## config.mk

```make
export PLATFORM = sky130hd
export DESIGN_NAME = histeq_front
export DESIGN_NICKNAME = d
export VERILOG_FILES = /design/src/hdl/histeq_pkg.sv /design/src/hdl/histeq_front.sv
export SDC_FILE = /design/constraint.sdc
export NUM_CORES = 1
export LEC_CHECK = 0
export ABC_AREA = 0
export BUFFER_PORTS_ARGS = -buffer_cell sky130_fd_sc_hd__buf_2
export CAP_MARGIN = 20
export CELL_PAD_IN_SITES_DETAIL_PLACEMENT = 0
export CELL_PAD_IN_SITES_GLOBAL_PLACEMENT = 1
export CORE_UTILIZATION = 47
export CTS_BUF_LIST = sky130_fd_sc_hd__clkbuf_4 sky130_fd_sc_hd__clkbuf_8
export DETAILED_ROUTE_END_ITERATION = 8
export GPL_ROUTABILITY_DRIVEN = 0
export PLACE_DENSITY_LB_ADDON = 0.1
export SKIP_CTS_REPAIR_TIMING = 1
export SYNTH_ARGS = -nofsm -noshare
export SYNTH_HDL_FRONTEND = slang
export SYNTH_SLANG_ARGS = --single-unit
```

## constraint.sdc

```tcl
create_clock -name clk_i -period 2.7 [get_ports clk_i]
set_clock_uncertainty 0.15 [all_clocks]
set_input_delay 0.54 -clock clk_i [delete_from_list [all_inputs] [get_ports clk_i]]
set_output_delay 0.54 -clock clk_i [all_outputs]
set_load 0.005 [all_outputs]
```

## src/hdl/histeq_pkg.sv

```systemverilog
// ----------------------------------------------------------------------------
// histeq_pkg
// shared types and constants of the histogram equalizer
// ----------------------------------------------------------------------------
package histeq_pkg;
  localparam int unsigned MaxPixelsDef = 1048576;
  localparam int unsigned BinsDef      = 256;
  localparam int unsigned PixW         = 8;
  localparam int unsigned CntW         = 21;
  localparam int unsigned LevelMax     = 255;

  typedef enum logic [0:0] {
    MODE_COUNT = 1'b0,
    MODE_MAP   = 1'b1
  } mode_e;

  typedef struct packed {
    mode_e           mode;
    logic [PixW-1:0] pixel;
    logic            last;
  } item_t;

  typedef enum logic [2:0] {
    ST_RUN,
    ST_BUILD_RD,
    ST_BUILD_MUL,
    ST_BUILD_DIV,
    ST_CLEAR
  } back_state_e;
endpackage

```

## src/hdl/histeq_front.sv

```systemverilog
// ----------------------------------------------------------------------------
// histeq_front
// input stage: takes transfers and queues them for the back end (depth 2)
// ----------------------------------------------------------------------------
module histeq_front
  import histeq_pkg::*;
(
  input  logic  clk_i,
  input  logic  rst_ni,
  input  logic  in_valid_i,
  output logic  in_ready_o,
  input  item_t in_item_i,
  output logic  q_valid_o,
  input  logic  q_ready_i,
  output item_t q_item_o
);
  item_t      mem_q [2];
  logic       wr_q, rd_q;
  logic [1:0] cnt_q;
  logic       push, pop;

  assign in_ready_o = (cnt_q != 2'd2);
  assign push       = in_valid_i && in_ready_o;
  assign q_valid_o  = (cnt_q != 2'd0);
  assign pop        = q_valid_o && q_ready_i;
  assign q_item_o   = mem_q[rd_q];

  always_ff @(posedge clk_i) begin
    if (push) begin
      mem_q[wr_q] <= in_item_i;
    end
  end

  always_ff @(posedge clk_i or negedge rst_ni) begin
    if (!rst_ni) begin
      wr_q  <= 1'b0;
      rd_q  <= 1'b0;
      cnt_q <= 2'd0;
    end else begin
      if (push) wr_q <= ~wr_q;
      if (pop) rd_q <= ~rd_q;
      cnt_q <= cnt_q + {1'b0, push} - {1'b0, pop};
    end
  end
endmodule

```

==> summary by stage <==
Yosys
The net count after synthesis is 64. The number of synthesized register bits is 24. Of the total synthesized cell area, the portion taken by full adders, half adders and majority gates is 2.73%.

After Yosys synthesis, and, or, nand and nor cells account for 3.82% of the synthesized area. The compound-gate portion of the synthesized area is 0%. The total of warnings raised by yosys is 0. The main combinational cell family by area after synthesis is multiplexers. The number of standard cells after synthesis is 48. For this run, the register share of the synthesized area comes to 76.4%. The netlist uses 15 different library cells. Of the total synthesized cell area, the portion taken by XOR and XNOR cells is 3.82%.

The portion of synthesized area spent on multiplexers is 12.3%. The summed instance area of the synthesized netlist is 917 um2. Dividing the synthesized area by the synthesized cell count gives 19.1 um2.

Power and ir drop
The clock share of power is 15.1%. The ratio of total power to cell area is 948 nW/um2. The switching component of the power is 296 uW.

The fraction of power spent switching nets is 28.0%. The share of total power dissipated in combinational logic is 30.2%. The fraction of power consumed by sequential logic is 54.7%. The static power due to leakage is 0.000448 uW. The worst IR drop on VDD is 709 uV. The total internal power is 762 uW.

CTS
The largest buffer count on any clock path is 2. TritonCTS built the clock tree. The later pin in the worst-skew pair is clocked with a latency of 290 ps.

Counting the buffers created by CTS gives 3. The clock slew at the register clock pins of the worst setup and hold paths is 120 ps. The root buffer selected by CTS is clkbuf_4. In this run the number of H-tree levels came out at 1.

The sink count of the clock tree is 24.

Floorplan
The vertical extent of the die is 46.2 um. For this configuration, the core starts out at a cell density of 51.4%. The site row count is 15. In this run the count of I/O pins placed on the die edge is 26.

The core footprint is 1780 um2. The die is 46.2 um wide. The area of the die is 2130 um2.

Detailed routing
In this run the remaining antenna-violating nets after routing total 0. The first routing iteration left 3 violations. After detailed routing, the number of remaining DRC violations is 0. The average detailed-routed wire length per instance is 11.6 um.

The first-pass iteration count of the detailed router is 4. The final route contains 474 vias. In the routed layout, each cell is associated on average with a via count of 4.60. The total wire length after detailed routing is 1200 um.

Placement
Summing all placed instances gives a cell area of 1080 um2. The estimated wirelength of the detail-placed design is 834 um. Port buffering added 25 buffers.

Run status
The flow ran to the end, and the final reports show no timing, DRC or antenna violations.

Worst setup path
Of all nets on the critical path, the largest fanout is 11. In this run the critical register-to-register path is captured at cnt_q[1]$_DFF_PN0_. The cell count of the worst reg-to-reg path is 7. In this run the critical register-to-register path is launched from cnt_q[1]$_DFF_PN0_. The worst setup path is of the reg -> out kind. The sort of element at the start of the critical path is a flip-flop. The kind of end point of the critical path is an output pin. The setup slack of the most critical reg-to-reg path is 870 ps. STA puts the critical path data required time at 2010 ps. The data arrival time of the critical path is 1490 ps.

STA
The post-route clock period utilization is 80.6%. The tightest hold path in the finished design has a slack of 273 ps. Headroom to the max-slew limit came out at 66.0%. The final max-slew violation count is 0.

The post-route setup TNS is 0 ps. Setup repair after global routing left no endpoint under its margin. The pin slew with the least headroom to its limit is 511 ps. Based on the critical path, the design can be clocked at up to 459 MHz. The final period demand of the worst path is 2180 ps. Setup violations remaining at the end of the flow were counted as 0. The final count of hold timing violations is 0.

Hold path
Along the worst hold path, the cell count comes to 1. The type of the tightest min-delay check is in -> reg. The worst-case hold path end point is mem_q[0][9]$_DFFE_PP_. The worst hold path begins at in_item_i[9].

Global routing
The initial antenna violation count is 0. The overall global routing resource usage is 13.1%. The pin count of the biggest net entering global routing is 14. The aggregate global routing overflow is 0. The number of global-route vias before repair was 430. The first global-routing pass estimated 1840 um of wire.

Final layout
0 antenna diodes ended up in the layout. The final cell area excluding filler cells is 1120 um2. For this run, the post-layout net count is 95. The utilization after layout is 62.6%. Of the cells placed in the final design, the portion with a size suffix greater than 1 is 41.0%.

The area added between synthesis and finish is 21.7%.

Flow run
The max-capacitance violation count is 0.
worst max-delay path by stage:
stage                             from                 end  slack, ps
global route          rd_q$_DFFE_PN0P_         q_item_o[9]        430
global placement      rd_q$_DFFE_PN0P_         q_item_o[9]        860
finish                rd_q$_DFFE_PN0P_         q_item_o[9]        520
floorplan           cnt_q[1]$_DFF_PN0_  cnt_q[1]$_DFF_PN0_        920
detailed placement    rd_q$_DFFE_PN0P_         q_item_o[9]        860
CTS                   rd_q$_DFFE_PN0P_         q_item_o[9]        510
cell families (layout without fill, tap and decap cells):
logic type               count (synthesis)  count (layout)
flip-flops                              24              24
XOR/XNOR                                 4               4
multiplexers                            10              10
buffers and inverters                    2              32
AND/OR/NAND/NOR                          6               6
adder cells (fa/ha/maj)                  2               2
metrics by stage:
| stage | instances | power (uW) | setup WS (ps) |
|---|---|---|---|
| floorplan | 48 | 782 | 925 |
| global placement | 98 | 910 | 862 |
| detailed placement | 98 | 910 | 858 |
| CTS | 102 | 1070 | 515 |
| global route | 103 | 1130 | 432 |
| finish | 103 | 1060 | 523 |
cells in the mapped netlist, drive strengths merged:
cell type | number | area, um2
inv | 1 | 3.75
xor2 | 1 | 8.76
or2 | 1 | 6.26
and2 | 1 | 8.76
nand2 | 1 | 3.75
ha | 2 | 25.0
mux2 | 10 | 113
xnor2 | 3 | 26.3
dfrtp | 4 | 100
nor2 | 1 | 3.75
nand2b | 1 | 6.26
edfxtp | 20 | 601
and3 | 1 | 6.26
buf | 1 | 5.00
sequential cells by signal, summed over array words and instances, names as in the netlist:
register,cells
rd_q,1
cnt_q,2
mem_q,20
wr_q,1
cell type report:
cell class | count | area, um2
sequential | 24 | 701
fill | 144 | 667
multi-input combinational | 22 | 208
timing repair buffer | 27 | 143
tap | 25 | 31.3
clock buffer | 4 | 30.0
inverter | 1 | 3.75
power by group through the flow:
stage | logic [uW] | clock network [uW] | registers, uW
finish | 319 | 160 | 579
global route | 359 | 179 | 591
CTS | 325 | 167 | 580
detailed placement | 322 | 0 | 588
global placement | 324 | 0 | 586
floorplan | 233 | 0 | 549
critical path, cell delays in order, from the launching register on:
cell and delay [ps]:
dfrtp_1 680, mux2_2 390, buf_2 120
routing by layer:
metal / share of wire, % / track usage, % / up-vias
met2: 48 / 22.0 / 15
li1: - / - / 239
met1: 47 / 16.0 / 218
met4: 0.67 / 7.06 / 0
met5: 0 / 0 / -
met3: 4.3 / 2.35 / 2
cells in the final DEF (no fill, tap or decap), drive strengths merged, types with 2 or more instances in the layout:
cell,instances
edfxtp,20
buf,26
mux2,10
ha,2
xnor2,3
clkbuf,4
dfrtp,4
Note: power is estimated with default switching activity, not from simulation.
